### src/sv/dlt_pkg.sv
// ----------------------------------------------------------------------------
// dlt_pkg: shared types and constants of the description language tokenizer
// Scan modes, token kinds, error codes, character codes and the beat layout.
// ----------------------------------------------------------------------------
package dlt_pkg;

   localparam int OFFSET_BITS   = 32;
   localparam int POSITION_BITS = 24;

   // field widths of a result beat
   localparam int KIND_BITS     = 4;
   localparam int ERR_BITS      = 2;
   localparam int OFF_FIELD_BITS = 32;
   localparam int POS_FIELD_BITS = 24;

   // response queue
   localparam int QUEUE_DEPTH = 4;
   localparam int QPTR_BITS   = $clog2(QUEUE_DEPTH);
   localparam int QCNT_BITS   = $clog2(QUEUE_DEPTH + 1);

   // scan modes
   localparam logic [3:0] M_IDLE     = 4'd0;
   localparam logic [3:0] M_COMMENT  = 4'd1;
   localparam logic [3:0] M_SIGN     = 4'd2;
   localparam logic [3:0] M_INT      = 4'd3;
   localparam logic [3:0] M_FRAC     = 4'd4;
   localparam logic [3:0] M_EXP_E    = 4'd5;
   localparam logic [3:0] M_EXP_SIGN = 4'd6;
   localparam logic [3:0] M_EXP_DIG  = 4'd7;
   localparam logic [3:0] M_IDENT    = 4'd8;
   localparam logic [3:0] M_STR      = 4'd9;
   localparam logic [3:0] M_STR_ESC  = 4'd10;
   localparam logic [3:0] M_HALT     = 4'd11;

   // token kinds
   localparam logic [KIND_BITS-1:0] K_END      = 4'd0;
   localparam logic [KIND_BITS-1:0] K_IDENT    = 4'd1;
   localparam logic [KIND_BITS-1:0] K_NUMBER   = 4'd2;
   localparam logic [KIND_BITS-1:0] K_STRING   = 4'd3;
   localparam logic [KIND_BITS-1:0] K_LBRACKET = 4'd4;
   localparam logic [KIND_BITS-1:0] K_RBRACKET = 4'd5;
   localparam logic [KIND_BITS-1:0] K_LBRACE   = 4'd6;
   localparam logic [KIND_BITS-1:0] K_RBRACE   = 4'd7;
   localparam logic [KIND_BITS-1:0] K_LPAREN   = 4'd8;
   localparam logic [KIND_BITS-1:0] K_RPAREN   = 4'd9;
   localparam logic [KIND_BITS-1:0] K_COLON    = 4'd10;
   localparam logic [KIND_BITS-1:0] K_SEMI     = 4'd11;
   localparam logic [KIND_BITS-1:0] K_EQUALS   = 4'd12;
   localparam logic [KIND_BITS-1:0] K_COMMA    = 4'd13;
   localparam logic [KIND_BITS-1:0] K_DOT      = 4'd14;
   localparam logic [KIND_BITS-1:0] K_ERROR    = 4'd15;

   // error codes
   localparam logic [ERR_BITS-1:0] E_NONE       = 2'd0;
   localparam logic [ERR_BITS-1:0] E_OPEN_STR   = 2'd1;
   localparam logic [ERR_BITS-1:0] E_BAD_EXP    = 2'd2;
   localparam logic [ERR_BITS-1:0] E_UNEXPECTED = 2'd3;

   // character codes
   localparam logic [7:0] CH_NUL    = 8'h00;
   localparam logic [7:0] CH_TAB    = 8'h09;
   localparam logic [7:0] CH_NL     = 8'h0A;
   localparam logic [7:0] CH_CR     = 8'h0D;
   localparam logic [7:0] CH_SPACE  = 8'h20;
   localparam logic [7:0] CH_QUOTE  = 8'h22;
   localparam logic [7:0] CH_HASH   = 8'h23;
   localparam logic [7:0] CH_PLUS   = 8'h2B;
   localparam logic [7:0] CH_MINUS  = 8'h2D;
   localparam logic [7:0] CH_DOT    = 8'h2E;
   localparam logic [7:0] CH_ZERO   = 8'h30;
   localparam logic [7:0] CH_NINE   = 8'h39;
   localparam logic [7:0] CH_UP_A   = 8'h41;
   localparam logic [7:0] CH_UP_E   = 8'h45;
   localparam logic [7:0] CH_UP_Z   = 8'h5A;
   localparam logic [7:0] CH_BSLASH = 8'h5C;
   localparam logic [7:0] CH_UNDER  = 8'h5F;
   localparam logic [7:0] CH_LO_A   = 8'h61;
   localparam logic [7:0] CH_LO_E   = 8'h65;
   localparam logic [7:0] CH_LO_Z   = 8'h7A;

   typedef struct packed {
      logic [3:0]               mode;
      logic [OFFSET_BITS-1:0]   off;
      logic [POSITION_BITS-1:0] line;
      logic [POSITION_BITS-1:0] col;
      logic [OFFSET_BITS-1:0]   ts_off;
      logic [POSITION_BITS-1:0] ts_line;
      logic [POSITION_BITS-1:0] ts_col;
   } scan_state_type;

   typedef struct packed {
      logic [KIND_BITS-1:0]      kind;
      logic [ERR_BITS-1:0]       err;
      logic [OFF_FIELD_BITS-1:0] off;
      logic [OFF_FIELD_BITS-1:0] len;
      logic [POS_FIELD_BITS-1:0] line;
      logic [POS_FIELD_BITS-1:0] col;
      logic                      last;
   } result_type;

   // results of one accepted byte, in delivery order
   typedef struct packed {
      logic [1:0] count;
      result_type first;
      result_type second;
   } scan_out_type;

   function automatic logic is_digit(input logic [7:0] b);
      return (b >= CH_ZERO) && (b <= CH_NINE);
   endfunction

   function automatic logic is_word(input logic [7:0] b);
      return is_digit(b) || ((b >= CH_LO_A) && (b <= CH_LO_Z)) ||
             ((b >= CH_UP_A) && (b <= CH_UP_Z)) || (b == CH_UNDER);
   endfunction

   function automatic logic is_space(input logic [7:0] b);
      return (b == CH_SPACE) || ((b >= CH_TAB) && (b <= CH_CR));
   endfunction

   // symbol kind of a byte, K_END when it is no symbol
   function automatic logic [KIND_BITS-1:0] sym_kind(input logic [7:0] b);
      logic [KIND_BITS-1:0] k;
      case (b)
         8'h5B:   k = K_LBRACKET;
         8'h5D:   k = K_RBRACKET;
         8'h7B:   k = K_LBRACE;
         8'h7D:   k = K_RBRACE;
         8'h28:   k = K_LPAREN;
         8'h29:   k = K_RPAREN;
         8'h3A:   k = K_COLON;
         8'h3B:   k = K_SEMI;
         8'h3D:   k = K_EQUALS;
         8'h2C:   k = K_COMMA;
         8'h2E:   k = K_DOT;
         default: k = K_END;
      endcase
      return k;
   endfunction

endpackage

### src/sv/description_language_tokenizer.sv
// ----------------------------------------------------------------------------
// description_language_tokenizer: byte-stream lexer
// Scans description text one byte per beat and emits token beats.
// ----------------------------------------------------------------------------
// The tokenizer takes one text byte per req beat while req_stall is low. Each
// byte is scanned in the cycle it is accepted and its results (none, one or
// two token beats) go into a four-entry result queue; if that was empty, the
// first shows on the rsp port in the next cycle. The rsp port delivers one
// token beat per cycle while rsp_stall is low, so a byte that both closes a
// token and makes another (a symbol after an identifier) gives two rsp beats.
// req_stall rises whenever the queue holds more than two beats, so the
// sustained rate is one byte per cycle as long as most bytes yield at most
// one token and the consumer keeps up. rsp_last_of_run marks the final beat
// of one byte. End of text (req_end_of_text or a zero byte) flushes a pending
// token and emits an End token, or an error beat if it is unfinished, and
// restarts offsets, lines and columns unless a zero byte gives an error. On
// other errors, bytes are ignored until req_end_of_text restarts silently.
// ----------------------------------------------------------------------------
module description_language_tokenizer (
   input  logic        clock,
   input  logic        reset,

   input  logic        req_valid,
   output logic        req_stall,
   input  logic [7:0]  req_text_byte,
   input  logic        req_end_of_text,

   output logic        rsp_valid,
   input  logic        rsp_stall,
   output logic [3:0]  rsp_token_kind,
   output logic [1:0]  rsp_error_code,
   output logic [31:0] rsp_start_offset,
   output logic [31:0] rsp_token_length,
   output logic [23:0] rsp_start_line,
   output logic [23:0] rsp_start_column,
   output logic        rsp_last_of_run
);

   dlt_pkg::scan_state_type state_ff;
   dlt_pkg::scan_state_type state_in;
   dlt_pkg::scan_out_type   scan_res;
   dlt_pkg::result_type     head;
   logic                    room_for_two;
   logic                    req_take;

   // hold off new bytes unless the queue can absorb a two-token burst
   assign req_stall = !room_for_two;
   assign req_take  = req_valid && !req_stall;

   dlt_scan u_scan (
      .text_byte   (req_text_byte),
      .end_of_text (req_end_of_text),
      .cur         (state_ff),
      .nxt         (state_in),
      .res         (scan_res)
   );

   // advance the scan state only on an accepted beat
   always_ff @(posedge clock) begin
      if (reset) begin
         state_ff.mode    <= dlt_pkg::M_IDLE;
         state_ff.off     <= '0;
         state_ff.line    <= dlt_pkg::POSITION_BITS'(1);
         state_ff.col     <= dlt_pkg::POSITION_BITS'(1);
         state_ff.ts_off  <= '0;
         state_ff.ts_line <= dlt_pkg::POSITION_BITS'(1);
         state_ff.ts_col  <= dlt_pkg::POSITION_BITS'(1);
      end else if (req_take) begin
         state_ff <= state_in;
      end
   end

   dlt_rsp_queue u_queue (
      .clock        (clock),
      .reset        (reset),
      .push         (req_take),
      .push_data    (scan_res),
      .room_for_two (room_for_two),
      .head_valid   (rsp_valid),
      .head_take    (!rsp_stall),
      .head         (head)
   );

   // drive the rsp fields from the queue head
   assign rsp_token_kind   = head.kind;
   assign rsp_error_code   = head.err;
   assign rsp_start_offset = head.off;
   assign rsp_token_length = head.len;
   assign rsp_start_line   = head.line;
   assign rsp_start_column = head.col;
   assign rsp_last_of_run  = head.last;

endmodule

### src/sv/dlt_scan.sv
// ----------------------------------------------------------------------------
// dlt_scan: per-byte lexer step
// Next scan state and up to two result beats for one input beat.
// ----------------------------------------------------------------------------
module dlt_scan (
   input  logic [7:0]               text_byte,
   input  logic                     end_of_text,
   input  dlt_pkg::scan_state_type  cur,
   output dlt_pkg::scan_state_type  nxt,
   output dlt_pkg::scan_out_type    res
);

   logic                          a_v;
   logic                          b_v;
   dlt_pkg::result_type           a_r;
   dlt_pkg::result_type           b_r;
   logic                          idle_go;
   logic                          end_go;
   logic                          end_err;
   logic                          do_adv;
   logic                          clear;
   logic [dlt_pkg::OFFSET_BITS-1:0] len_d;
   logic [dlt_pkg::KIND_BITS-1:0] sk;

   function automatic dlt_pkg::result_type at_start(
      input dlt_pkg::scan_state_type s,
      input logic [dlt_pkg::KIND_BITS-1:0] kind,
      input logic [dlt_pkg::ERR_BITS-1:0] err,
      input logic [dlt_pkg::OFFSET_BITS-1:0] len
   );
      dlt_pkg::result_type r;
      r.kind = kind;
      r.err  = err;
      r.off  = dlt_pkg::OFF_FIELD_BITS'(s.ts_off);
      r.len  = dlt_pkg::OFF_FIELD_BITS'(len);
      r.line = dlt_pkg::POS_FIELD_BITS'(s.ts_line);
      r.col  = dlt_pkg::POS_FIELD_BITS'(s.ts_col);
      r.last = 1'b0;
      return r;
   endfunction

   function automatic dlt_pkg::result_type at_here(
      input dlt_pkg::scan_state_type s,
      input logic [dlt_pkg::KIND_BITS-1:0] kind,
      input logic [dlt_pkg::ERR_BITS-1:0] err,
      input logic len_one
   );
      dlt_pkg::result_type r;
      r.kind = kind;
      r.err  = err;
      r.off  = dlt_pkg::OFF_FIELD_BITS'(s.off);
      r.len  = dlt_pkg::OFF_FIELD_BITS'(len_one);
      r.line = dlt_pkg::POS_FIELD_BITS'(s.line);
      r.col  = dlt_pkg::POS_FIELD_BITS'(s.col);
      r.last = 1'b0;
      return r;
   endfunction

   assign len_d = cur.off - cur.ts_off;
   assign sk    = dlt_pkg::sym_kind(text_byte);

   always_comb begin
      nxt     = cur;
      a_v     = 1'b0;
      b_v     = 1'b0;
      a_r     = '0;
      b_r     = '0;
      idle_go = 1'b0;
      end_go  = 1'b0;
      end_err = 1'b0;
      do_adv  = 1'b0;
      clear   = 1'b0;

      if (end_of_text) begin
         end_go = (cur.mode != dlt_pkg::M_HALT);
         clear  = 1'b1;
      end else if (cur.mode == dlt_pkg::M_HALT) begin
         nxt = cur;
      end else if (text_byte == dlt_pkg::CH_NUL) begin
         end_go = 1'b1;
      end else begin
         do_adv = 1'b1;
         case (cur.mode)
            dlt_pkg::M_COMMENT: begin
               if (text_byte == dlt_pkg::CH_NL) nxt.mode = dlt_pkg::M_IDLE;
            end
            dlt_pkg::M_STR: begin
               if (text_byte == dlt_pkg::CH_NL) begin
                  a_v = 1'b1;
                  a_r = at_start(cur, dlt_pkg::K_ERROR, dlt_pkg::E_OPEN_STR, '0);
                  nxt.mode = dlt_pkg::M_HALT;
               end else if (text_byte == dlt_pkg::CH_BSLASH) begin
                  nxt.mode = dlt_pkg::M_STR_ESC;
               end else if (text_byte == dlt_pkg::CH_QUOTE) begin
                  a_v = 1'b1;
                  a_r = at_start(cur, dlt_pkg::K_STRING, dlt_pkg::E_NONE,
                                 len_d + 1'b1);
                  nxt.mode = dlt_pkg::M_IDLE;
               end
            end
            dlt_pkg::M_STR_ESC: begin
               if (text_byte == dlt_pkg::CH_NL) begin
                  a_v = 1'b1;
                  a_r = at_start(cur, dlt_pkg::K_ERROR, dlt_pkg::E_OPEN_STR, '0);
                  nxt.mode = dlt_pkg::M_HALT;
               end else begin
                  nxt.mode = dlt_pkg::M_STR;
               end
            end
            dlt_pkg::M_SIGN: begin
               if (dlt_pkg::is_digit(text_byte)) begin
                  nxt.mode = dlt_pkg::M_INT;
               end else begin
                  a_v = 1'b1;
                  a_r = at_start(cur, dlt_pkg::K_ERROR, dlt_pkg::E_UNEXPECTED, '0);
                  nxt.mode = dlt_pkg::M_HALT;
               end
            end
            dlt_pkg::M_INT, dlt_pkg::M_FRAC: begin
               if (dlt_pkg::is_digit(text_byte)) begin
                  nxt.mode = cur.mode;
               end else if ((text_byte == dlt_pkg::CH_DOT) &&
                            (cur.mode == dlt_pkg::M_INT)) begin
                  nxt.mode = dlt_pkg::M_FRAC;
               end else if ((text_byte == dlt_pkg::CH_LO_E) ||
                            (text_byte == dlt_pkg::CH_UP_E)) begin
                  nxt.mode = dlt_pkg::M_EXP_E;
               end else begin
                  a_v = 1'b1;
                  a_r = at_start(cur, dlt_pkg::K_NUMBER, dlt_pkg::E_NONE, len_d);
                  idle_go = 1'b1;
               end
            end
            dlt_pkg::M_EXP_E: begin
               if ((text_byte == dlt_pkg::CH_PLUS) || (text_byte == dlt_pkg::CH_MINUS)) begin
                  nxt.mode = dlt_pkg::M_EXP_SIGN;
               end else if (dlt_pkg::is_digit(text_byte)) begin
                  nxt.mode = dlt_pkg::M_EXP_DIG;
               end else begin
                  a_v = 1'b1;
                  a_r = at_start(cur, dlt_pkg::K_ERROR, dlt_pkg::E_BAD_EXP, '0);
                  nxt.mode = dlt_pkg::M_HALT;
               end
            end
            dlt_pkg::M_EXP_SIGN: begin
               if (dlt_pkg::is_digit(text_byte)) begin
                  nxt.mode = dlt_pkg::M_EXP_DIG;
               end else begin
                  a_v = 1'b1;
                  a_r = at_start(cur, dlt_pkg::K_ERROR, dlt_pkg::E_BAD_EXP, '0);
                  nxt.mode = dlt_pkg::M_HALT;
               end
            end
            dlt_pkg::M_EXP_DIG: begin
               if (!dlt_pkg::is_digit(text_byte)) begin
                  a_v = 1'b1;
                  a_r = at_start(cur, dlt_pkg::K_NUMBER, dlt_pkg::E_NONE, len_d);
                  idle_go = 1'b1;
               end
            end
            dlt_pkg::M_IDENT: begin
               if (!dlt_pkg::is_word(text_byte)) begin
                  a_v = 1'b1;
                  a_r = at_start(cur, dlt_pkg::K_IDENT, dlt_pkg::E_NONE, len_d);
                  idle_go = 1'b1;
               end
            end
            default: begin
               idle_go = 1'b1;
            end
         endcase
      end

      // fresh scan of the byte between tokens
      if (idle_go) begin
         nxt.mode = dlt_pkg::M_IDLE;
         if (dlt_pkg::is_space(text_byte)) begin
            nxt.mode = dlt_pkg::M_IDLE;
         end else if (text_byte == dlt_pkg::CH_HASH) begin
            nxt.mode = dlt_pkg::M_COMMENT;
         end else if ((text_byte == dlt_pkg::CH_QUOTE) || dlt_pkg::is_digit(text_byte) ||
                      (text_byte == dlt_pkg::CH_PLUS) || (text_byte == dlt_pkg::CH_MINUS) ||
                      dlt_pkg::is_word(text_byte)) begin
            nxt.ts_off  = cur.off;
            nxt.ts_line = cur.line;
            nxt.ts_col  = cur.col;
            if (text_byte == dlt_pkg::CH_QUOTE) begin
               nxt.mode = dlt_pkg::M_STR;
            end else if (dlt_pkg::is_digit(text_byte)) begin
               nxt.mode = dlt_pkg::M_INT;
            end else if ((text_byte == dlt_pkg::CH_PLUS) ||
                         (text_byte == dlt_pkg::CH_MINUS)) begin
               nxt.mode = dlt_pkg::M_SIGN;
            end else begin
               nxt.mode = dlt_pkg::M_IDENT;
            end
         end else if (sk != dlt_pkg::K_END) begin
            b_v = 1'b1;
            b_r = at_here(cur, sk, dlt_pkg::E_NONE, 1'b1);
         end else begin
            b_v = 1'b1;
            b_r = at_here(cur, dlt_pkg::K_ERROR, dlt_pkg::E_UNEXPECTED, 1'b0);
            nxt.mode = dlt_pkg::M_HALT;
         end
      end

      // finish the pending token at end of text
      if (end_go) begin
         case (cur.mode)
            dlt_pkg::M_STR, dlt_pkg::M_STR_ESC: begin
               a_v = 1'b1;
               a_r = at_start(cur, dlt_pkg::K_ERROR, dlt_pkg::E_OPEN_STR, '0);
               end_err = 1'b1;
            end
            dlt_pkg::M_SIGN: begin
               a_v = 1'b1;
               a_r = at_start(cur, dlt_pkg::K_ERROR, dlt_pkg::E_UNEXPECTED, '0);
               end_err = 1'b1;
            end
            dlt_pkg::M_EXP_E, dlt_pkg::M_EXP_SIGN: begin
               a_v = 1'b1;
               a_r = at_start(cur, dlt_pkg::K_ERROR, dlt_pkg::E_BAD_EXP, '0);
               end_err = 1'b1;
            end
            dlt_pkg::M_INT, dlt_pkg::M_FRAC, dlt_pkg::M_EXP_DIG: begin
               a_v = 1'b1;
               a_r = at_start(cur, dlt_pkg::K_NUMBER, dlt_pkg::E_NONE, len_d);
            end
            dlt_pkg::M_IDENT: begin
               a_v = 1'b1;
               a_r = at_start(cur, dlt_pkg::K_IDENT, dlt_pkg::E_NONE, len_d);
            end
            default: begin
               a_v = 1'b0;
            end
         endcase
         if (!end_err) begin
            b_v = 1'b1;
            b_r = at_here(cur, dlt_pkg::K_END, dlt_pkg::E_NONE, 1'b0);
         end
         if (end_err) begin
            nxt.mode = dlt_pkg::M_HALT;
         end
         if (!end_of_text && !end_err) begin
            clear = 1'b1;
         end
      end

      // step the position counters
      if (do_adv) begin
         nxt.off = cur.off + 1'b1;
         if (text_byte == dlt_pkg::CH_NL) begin
            nxt.line = (cur.line != '1) ? cur.line + 1'b1 : cur.line;
            nxt.col  = dlt_pkg::POSITION_BITS'(1);
         end else begin
            nxt.col  = (cur.col != '1) ? cur.col + 1'b1 : cur.col;
         end
      end

      if (clear) begin
         nxt.mode    = dlt_pkg::M_IDLE;
         nxt.off     = '0;
         nxt.line    = dlt_pkg::POSITION_BITS'(1);
         nxt.col     = dlt_pkg::POSITION_BITS'(1);
         nxt.ts_off  = '0;
         nxt.ts_line = dlt_pkg::POSITION_BITS'(1);
         nxt.ts_col  = dlt_pkg::POSITION_BITS'(1);
      end
   end

   // pack in delivery order and flag the final beat
   always_comb begin
      res.count  = {1'b0, a_v} + {1'b0, b_v};
      res.first  = a_v ? a_r : b_r;
      res.second = b_r;
      res.first.last  = !(a_v && b_v);
      res.second.last = 1'b1;
   end

endmodule

### src/sv/dlt_rsp_queue.sv
// ----------------------------------------------------------------------------
// dlt_rsp_queue: result beat queue
// Takes up to two beats per cycle, pops one per cycle while head_take holds.
// ----------------------------------------------------------------------------
module dlt_rsp_queue (
   input  logic                  clock,
   input  logic                  reset,
   input  logic                  push,
   input  dlt_pkg::scan_out_type push_data,
   output logic                  room_for_two,
   output logic                  head_valid,
   input  logic                  head_take,
   output dlt_pkg::result_type   head
);

   dlt_pkg::result_type               slot_ff [dlt_pkg::QUEUE_DEPTH];
   logic [dlt_pkg::QPTR_BITS-1:0]     wr_ptr_ff;
   logic [dlt_pkg::QPTR_BITS-1:0]     wr_ptr_in;
   logic [dlt_pkg::QPTR_BITS-1:0]     rd_ptr_ff;
   logic [dlt_pkg::QPTR_BITS-1:0]     rd_ptr_in;
   logic [dlt_pkg::QCNT_BITS-1:0]     count_ff;
   logic [dlt_pkg::QCNT_BITS-1:0]     count_in;
   logic [1:0]                        n_push;
   logic                              pop;

   assign n_push       = push ? push_data.count : 2'd0;
   assign pop          = head_valid && head_take;
   assign head_valid   = (count_ff != '0);
   assign head         = slot_ff[rd_ptr_ff];
   assign room_for_two = (count_ff <= dlt_pkg::QCNT_BITS'(dlt_pkg::QUEUE_DEPTH - 2));

   assign wr_ptr_in = wr_ptr_ff + dlt_pkg::QPTR_BITS'(n_push);
   assign rd_ptr_in = rd_ptr_ff + dlt_pkg::QPTR_BITS'(pop);
   assign count_in  = count_ff + dlt_pkg::QCNT_BITS'(n_push)
                      - dlt_pkg::QCNT_BITS'(pop);

   always_ff @(posedge clock) begin
      if (reset) begin
         wr_ptr_ff <= '0;
         rd_ptr_ff <= '0;
         count_ff  <= '0;
      end else begin
         wr_ptr_ff <= wr_ptr_in;
         rd_ptr_ff <= rd_ptr_in;
         count_ff  <= count_in;
      end
   end

   always_ff @(posedge clock) begin
      if (n_push != 2'd0) begin
         slot_ff[wr_ptr_ff] <= push_data.first;
      end
      if (n_push == 2'd2) begin
         slot_ff[wr_ptr_ff + 1'b1] <= push_data.second;
      end
   end

endmodule
### config.mk
export PLATFORM = sky130hd
export DESIGN_NAME = description_language_tokenizer
export DESIGN_NICKNAME = d
export VERILOG_FILES = /design/src/sv/dlt_pkg.sv /design/src/sv/description_language_tokenizer.sv /design/src/sv/dlt_scan.sv /design/src/sv/dlt_rsp_queue.sv
export SDC_FILE = /design/constraint.sdc
export NUM_CORES = 1
export LEC_CHECK = 0
export BUFFER_PORTS_ARGS = -buffer_cell sky130_fd_sc_hd__buf_4
export CORE_MARGIN = 10
export CORE_UTILIZATION = 51
export CTS_BUF_LIST = sky130_fd_sc_hd__clkbuf_4 sky130_fd_sc_hd__clkbuf_8
export DETAILED_ROUTE_END_ITERATION = 10
export PLACE_DENSITY = 0.78
export SYNTH_ARGS = -nofsm -noshare
export SYNTH_HDL_FRONTEND = slang
export SYNTH_SLANG_ARGS = --single-unit
### constraint.sdc
create_clock -name clock -period 7.35 [get_ports clock]
set_clock_uncertainty 0.2 [all_clocks]
set_input_delay 0 -clock clock [delete_from_list [all_inputs] [get_ports clock]]
set_output_delay 0 -clock clock [all_outputs]
set_load 0.005 [all_outputs]
* After elaboration in Yosys (flattened, before gate mapping)
Memory sizes are Yosys's and may differ from the RTL's. A register that Yosys moved wholly into a read port is not among the register bits. Index checks and enable logic that the tools add are counted.
Storage, ports and cells: output and inout bits 121, flip-flop bits (word level) 171, RAM bits 476, memories 1
Memories:
- u_queue.slot_ff | words 4, width 119, read ports 1, clocked after memory_dff 1, write ports 2, RTL line dlt_rsp_queue.sv:16 | dlt_pkg::result_type slot_ff [dlt_pkg::QUEUE_DEPTH];
Operators by class: muxes and demuxes 105, $lt $le $gt $ge 9, eq/ne operators 37, reductions and logical operators 41, add/subtract/negate cells 11
Operators with widths (number):
- 119-bit two-way mux | 20
- 119-bit case mux with 8 select lines | 1
- 119-bit case mux with 5 select lines | 1
- 80-bit two-way mux | 5
- 117-bit two-way mux | 3
- 164-bit two-way mux | 2
- 116-bit two-way mux | 1
- 8-bit by 6-bit == test with 1-bit output, second input constant | 12
- 24-bit two-way mux | 4
- 4-bit two-way mux | 22
- 32-bit by 1-bit adder with 32-bit output, second input constant | 2
- 8-bit by 7-bit == test with 1-bit output, second input constant | 8
- 24-bit by 1-bit adder with 24-bit output, second input constant | 2
- 24-bit inequality test, second input constant | 2
- 4-bit case mux with 11 select lines | 1
- 1-bit two-way mux | 39
- 32-bit subtractor | 1
- 4-bit case mux with 7 select lines | 1
- 4-bit by 3-bit == test with 1-bit output, second input constant | 4
- 4-bit == test, second input constant | 4
- 8-bit by 7-bit greater-or-equal comparator with 1-bit output, second input constant | 2
- 8-bit by 7-bit less-or-equal comparator with 1-bit output, second input constant | 2
- 1-bit logical OR | 10
- 1-bit logical AND | 9
- 31 further kinds | 45

* Longest topological paths before layout
Gate-level depths: netlist (run 1).
depth after elaboration 18, mapped depth 20

* By module
From an unflattened synthesis (run 1), not the netlist that was laid out.
Second synthesis, totals: cell total of the unflattened synthesis 3466, area, all modules 40167.3 µm²
By module, submodules not included:
- dlt_rsp_queue | cells each 1207, sequential area each 14433.8 µm², area an instance 23628.9 µm², instances 1
- dlt_scan | cells each 1513, sequential area each 0.0 µm², area an instance 9163.8 µm², instances 1
- description_language_tokenizer | cells each 746, sequential area each 3283.1 µm², area an instance 7374.6 µm², instances 1

* Worst setup path before layout (run 1)
Ideal clock, no wire load.
path kind input-to-reg, start input port req_text_byte[4], end memory u_queue.slot_ff[1][100] (netlist name) (enable), setup time 0.441 ns, slack 1.254 ns, required time 6.709 ns, buffers on the path 3, arrival 5.455 ns, stages 15, cells stage by stage or4b_4 or4_4 a21oi_2 o22ai_1 a21o_1 o2111ai_2 o21ai_1 buf_2 ha_1 clkbuf_1 o21ai_1 nor2_1 nor2_1 clkbuf_1 inv_1
RTL lines:
- start: declaration | RTL line description_language_tokenizer.sv:25 | input logic [7:0] req_text_byte,
- end: declaration | RTL line dlt_rsp_queue.sv:16

==> flow_metrics.env, run 1 <==
export IMPL_fill_cells=5258
export IMPL_cp_required_ns=7.47
export IMPL_die_area_mm2=0.0743
export IMPL_fmax_mhz=165
export IMPL_antenna_found_initial=5
export IMPL_htreeDepth=3
export IMPL_core_area_mm2=0.0631
export IMPL_synth_most_common_cell="nand2_1"
export IMPL_syn_area_mm2=0.0326
export IMPL_place_gp_congestion=0.970
export IMPL_cp_arrival_ns=6.17
export IMPL_grt_usage=0.252
export IMPL_synth_area_top_cells="edfxtp_1 32%, dfxtp_1 18%, mux4_2 8.2%, nand2_1 6.8%, o21ai_0 5.8%"
export IMPL_vias=26942
export IMPL_cts_root_buf="clkbuf_8"
export IMPL_drv_slew=0
export IMPL_cap_violations=0
export IMPL_drt_first_iter_violations=3695
export IMPL_cts_sinks=647
export IMPL_clock_latency_ns=0.72
export IMPL_total_power_mw=9.59
export IMPL_tightest_slew_ns=1.18
export IMPL_status="complete, no violations"
export IMPL_drt_pass1_iter_count=6
export IMPL_cts_resized=0
export IMPL_cts_tree="built"
export IMPL_synth_common_cells="588 x nand2_1, 380 x o21ai_0, 348 x edfxtp_1"
export IMPL_wl_um=96900
export IMPL_setup_tns_ns=0
export IMPL_ys_ff_latch=647
export IMPL_num_io_pins=134
export IMPL_period_share=0.823
export IMPL_synth_edff_count=348
export IMPL_endpoint_kind="register"
export IMPL_path_clk_slew_ns=0.06
export IMPL_holdWs_ns=0.180
export IMPL_die_width_um=273
export IMPL_wl_per_cell_um=22.7
export IMPL_slew_headroom=0.213
export IMPL_final_nets=3388
export IMPL_post_place_ws_ns=1.85
export IMPL_grt_overflow_total=0
export IMPL_synth_area_per_cell_um2=10.0
export IMPL_detailed_place_hpwl_um=61500
export IMPL_chipHeight_um=273
export IMPL_powerDensity_mw_per_mm2=261
export IMPL_layout_drive_gt1_share=0.163
export IMPL_grt_pass1_wl_um=149000
export IMPL_hold_buffers=17
export IMPL_yosysUniqueCellTypes=100
export IMPL_synthCells=3254
export IMPL_hold_viol_final=0
export IMPL_yosys_warnings=0
export IMPL_critPathKind="in2reg"
export IMPL_ys_flop_type="edfxtp_1"
export IMPL_setup_viol=0
export IMPL_grt_pass1_vias=25942
export IMPL_grt_max_degree=95
export IMPL_placementRows=92
export IMPL_ant_nets=0
export IMPL_area_delta_synth_final_pct=12.9
export IMPL_ys_seq_area_frac=0.505
export IMPL_rsz0062_at_grt="no"
export IMPL_synth_async_reset_ratio=0
export IMPL_p_leak_nw=12.5
export IMPL_route_detailed_drc=0
export IMPL_fin_crit_ns=6.05
export IMPL_synth_top_cell_area_share=0.321
export IMPL_cts_buffer_depth=3
export IMPL_peakVddDrop_v=0.000284
export IMPL_port_buffers=133
export IMPL_setup_slack_ns=1.30
export IMPL_critPathLaunchType="input pin"
export IMPL_viasPerCell=6.31
export IMPL_synth_nets=3310
export IMPL_numCtsBuffers=101
export IMPL_cp_max_fo=57
export IMPL_synth_largest_area_cell="edfxtp_1"
export IMPL_worstHoldPathType="in2reg"
export IMPL_start_util=0.516
export IMPL_cts_setup_buffers=0
-- power breakdown --
part           switching, mW  internal [mW]
sequential             0.130           4.01
clock                   1.46           1.95
combinational           1.17          0.867
total                   2.76           6.83
-- layout by cell type (no fill, tap or decap), types with 80 or more instances in the layout --
cell type  count
a22oi_1      109
buf_4        167
clkbuf_8     118
dfxtp_1      297
edfxtp_1     348
mux4_2       119
nand2_1      588
nor2_1       265
o21ai_0      380
o21ai_1       80
-- cell type report --
| type | instances | area, um^2 | share of cell area |
|---|---|---|---|
| sequential | 647 | 16400 | 0.448 |
| multi-input combinational | 2327 | 15100 | 0.410 |
| clock buffer | 163 | 1960 | 0.0534 |
| timing repair buffer | 194 | 1620 | 0.0442 |
| tap | 846 | 1060 | 0.0288 |
| clock inverter | 28 | 354 | 0.00964 |
| inverter | 61 | 239 | 0.00650 |
| antenna | 2 | 5.00 | 0.000136 |
-- logic make-up (layout without fill, tap and decap cells) --
| family | Yosys count | after routing | share of synthesized area |
|---|---|---|---|
| other | 0 | 2 | 0 |
| buffers and inverters | 280 | 446 | 0.0349 |
| DFF | 647 | 647 | 0.505 |
| AOI/OAI and AO/OA | 871 | 871 | 0.167 |
| muxes | 129 | 129 | 0.0854 |
| adders and majority gates | 43 | 43 | 0.0170 |
| and+or+nand+nor | 1175 | 1175 | 0.161 |
| xor gates and xnor gates | 109 | 109 | 0.0296 |
-- stage by stage --
stage / cells / instance area, um^2 / util
4_1_cts: 4266 / 36700 / 0.582
5_1_grt: 4268 / 36700 / 0.582
2_1_floorplan: 3254 / 32600 / -
3_3_place_gp: 4058 / 34300 / 0.543
3_5_place_dp: 4058 / 34300 / 0.543
6_report: 4268 / 36700 / 0.582
-- per-layer routing --
layer | up-vias | track usage | part of all wire
met2 | 1688 | 0.406 | 0.47
met5 | - | 0 | 0.00013
met4 | 2 | 0.102 | 0.027
met1 | 12945 | 0.331 | 0.39
met3 | 197 | 0.0468 | 0.11
li1 | 12110 | - | -
-- critical path, cell delays in order --
cell and delay, ns:
dlygate4sd3_1 0.54, buf_4 0.20, or4b_4 0.58, dlygate4sd3_1 0.60
or4_4 0.49, a21oi_2 0.18, o22ai_1 0.17, a21o_1 0.42
o2111ai_2 0.49, o21ai_4 0.11, ha_1 0.46, o21ai_1 0.22
nor2_1 0.70, nor2_2 0.11, inv_4 0.08, buf_4 0.70
-- worst paths after layout --
check / start / slack, ns / cells past startpoint / endpoint
worst max-delay path: req_text_byte[4] / 1.30 / 16 / u_queue.slot_ff[2][88]
worst min-delay path: reset / 0.18 / 3 / state_ff[73]
worst max register to register: state_ff[162] / 1.72 / 13 / u_queue.slot_ff[2][88]
worst min register to register: u_queue.slot_ff[0][58] / 0.25 / 2 / u_queue.slot_ff[0][58]
-- flip-flops by register name, indices dropped and copies added (netlist names) --
| register | cells |
|---|---|
| u_queue.slot_ff | 476 |
| u_queue.count_ff | 3 |
| state_ff | 164 |
| u_queue.rd_ptr_ff | 2 |
| u_queue.wr_ptr_ff | 2 |
Power figures use the tool's default switching activity.
==> inputs of run 2 (changes only) <==
PLACE_DENSITY = 0.81   (was 0.78)
clock period = 5 ns   (was 7.35 ns; I/O delays follow)
==> run 2 against run 1 <==
Sequential share of layout area fell by 0.72 points. Clock power rose by 44%. Worst hold slack got worse by 0.11 ns. Register-to-register slack got worse by 1.2 ns. Critical endpoint is now u_queue.slot_ff[1][74]. Critical path depth fell by 4. Sequential power rose by 48%. Via count rose by 2.7%. Cell count rose by 1.0%. Clock-buffer cell count fell by 9.
==> flow_metrics.env, run 2 (synthesis results as in run 1) <==
export IMPL_status="complete, no violations"
export IMPL_antenna_found_initial=1
export IMPL_crit_top_cell="o21ai_0"
export IMPL_setup_viol=0
export IMPL_clock_latency_ns=0.71
export IMPL_largest_reg_flops=476
export IMPL_peakVddDrop_v=0.000275
export IMPL_endpoint_kind="register"
export IMPL_slowest_delay_ns=0.49
export IMPL_detailed_place_hpwl_um=63700
export IMPL_fmax_mhz=221
export IMPL_port_buffers=133
export IMPL_wl_um=98900
export IMPL_p_leak_nw=12.8
export IMPL_fill_cells=5072
export IMPL_grt_pass1_wl_um=153000
export IMPL_cp_top_family="compound AO/OA/AOI/OAI gates"
export IMPL_ant_nets=0
export IMPL_die_width_um=273
export IMPL_worst_path_buf_inv=1
export IMPL_cp_arrival_ns=4.92
export IMPL_critPathLaunchType="register"
export IMPL_grt_usage=0.258
export IMPL_place_gp_congestion=0.958
export IMPL_critPathSlowestCell="o21ai_0"
export IMPL_top_register="u_queue.slot_ff"
export IMPL_core_area_mm2=0.0631
export IMPL_placementRows=92
export IMPL_period_share=0.905
export IMPL_cp_cell_sequence="inv_1 > ha_1 > and2_1 > a21oi_1 > o21ai_0 > o21ai_1 > o21ai_0 > xor2_1 > nand3_1 > nor3_1 > xnor2_1 > a221o_1"
export IMPL_hold_viol_final=0
export IMPL_start_util=0.516
export IMPL_cap_violations=0
export IMPL_cts_root_buf="clkbuf_8"
export IMPL_drt_first_iter_violations=3762
export IMPL_cts_tree="built"
export IMPL_rsz0062_at_grt="no"
export IMPL_grt_overflow_total=0
export IMPL_area_delta_synth_final_pct=14.7
export IMPL_fin_crit_ns=4.53
export IMPL_grt_max_degree=81
export IMPL_drt_pass1_iter_count=8
export IMPL_cp_max_fo=9
export IMPL_num_io_pins=134
export IMPL_final_nets=3434
export IMPL_regToRegStartpoint="state_ff[58]"
export IMPL_slew_headroom=0.213
export IMPL_ff2ff_path_depth=12
export IMPL_cts_buffer_depth=3
export IMPL_cts_sinks=647
export IMPL_holdPathStages=7
export IMPL_path_clk_slew_ns=0.06
export IMPL_cp_required_ns=5.39
export IMPL_critPathKind="reg2reg"
export IMPL_powerDensity_mw_per_mm2=378
export IMPL_rrSetupSlack_ns=0.47
export IMPL_vias=27668
export IMPL_final_common_cell="nand2_1"
export IMPL_htreeDepth=3
export IMPL_rr_endpoint="u_queue.slot_ff[1][74]"
export IMPL_min_to="state_ff[80]"
export IMPL_tightest_slew_ns=1.18
export IMPL_hp_start="req_text_byte[5]"
export IMPL_grt_pass1_vias=26666
export IMPL_viasPerCell=6.42
export IMPL_wl_per_cell_um=22.9
export IMPL_drv_slew=0
export IMPL_setup_tns_ns=0
export IMPL_layout_drive_gt1_share=0.176
export IMPL_route_detailed_drc=0
export IMPL_top_regs="u_queue.slot_ff x476, state_ff x164, u_queue.count_ff x3"
export IMPL_worstHoldPathType="in2reg"
export IMPL_total_power_mw=14.1
export IMPL_chipHeight_um=273
export IMPL_die_area_mm2=0.0743
export IMPL_numCtsBuffers=101
export IMPL_final_cell_mix="588 x nand2_1, 380 x o21ai_0, 348 x edfxtp_1"
[run 2: cell type report]
type / instances / area [um^2] / area share
diodes: 1 / 2.50 / 0.0000670
clock buffers: 154 / 1920 / 0.0514
clock inverters: 36 / 345 / 0.00925
inverters: 61 / 244 / 0.00653
multi-input cells: 2327 / 15100 / 0.405
flip-flops and latches: 647 / 16400 / 0.440
well taps: 846 / 1060 / 0.0283
repair buffers: 240 / 2190 / 0.0586
[run 2: routing by layer]
metal  global-route usage  wire [um]  part of all wire
met3               0.0422      10600              0.11
met2                0.402      45100              0.46
met5                    0          0                 0
met1                0.347      39200              0.40
met4                0.123       3970             0.040
[run 2: worst max path at each step]
stage                     startpoint                       to  slack, ns  cells past startpoint
floorplan              state_ff[161]  u_queue.slot_ff[2][100]       0.01                     18
global placement    req_text_byte[4]   u_queue.slot_ff[1][33]       0.57                     15
detailed placement  req_text_byte[4]   u_queue.slot_ff[1][33]       0.53                     15
CTS                 req_text_byte[4]   u_queue.slot_ff[1][36]       0.14                     17
global route            state_ff[58]   u_queue.slot_ff[1][74]       0.20                     12
finish                  state_ff[58]   u_queue.slot_ff[1][74]       0.47                     12
[run 2: stage by stage]
step | cell area (um^2) | worst slack [ns] | util | hold WS (ns) | std cells
2_1_floorplan | 32700 | 0.0141 | - | 0.0917 | 3254
3_3_place_gp | 34900 | 0.568 | 0.553 | 0.229 | 4103
3_5_place_dp | 34900 | 0.535 | 0.553 | 0.239 | 4103
4_1_cts | 37300 | 0.140 | 0.592 | 0.00117 | 4311
5_1_grt | 37300 | 0.203 | 0.592 | 0.0841 | 4312
6_report | 37300 | 0.474 | 0.592 | 0.0647 | 4312
[run 2: power by group]
group | total [mW] | leakage (nW) | switching, mW | internal (mW)
clock network | 4.92 | 1.20 | 2.15 | 2.77
logic | 3.06 | 5.71 | 1.70 | 1.37
registers | 6.14 | 5.86 | 0.247 | 5.90
[run 2: worst reg2reg max path, stage by stage, from the launching register on]
cell     delay (ns)
dfxtp_1        0.44
inv_1          0.08
ha_1           0.45
and2_1         0.25
a21oi_1        0.09
o21ai_0        0.45
o21ai_1        0.29
o21ai_0        0.49
xor2_1         0.39
nand3_1        0.31
nor3_1         0.41
xnor2_1        0.20
a221o_1        0.37
[run 2: what timing repair did]
item / in CTS / in global routing
setup endpoints to repair: 0 / 174
hold buffers: 18 / 0
buffers inserted: 0 / 1
hold endpoints to repair: 104 / 0
resized for setup: 0 / 4
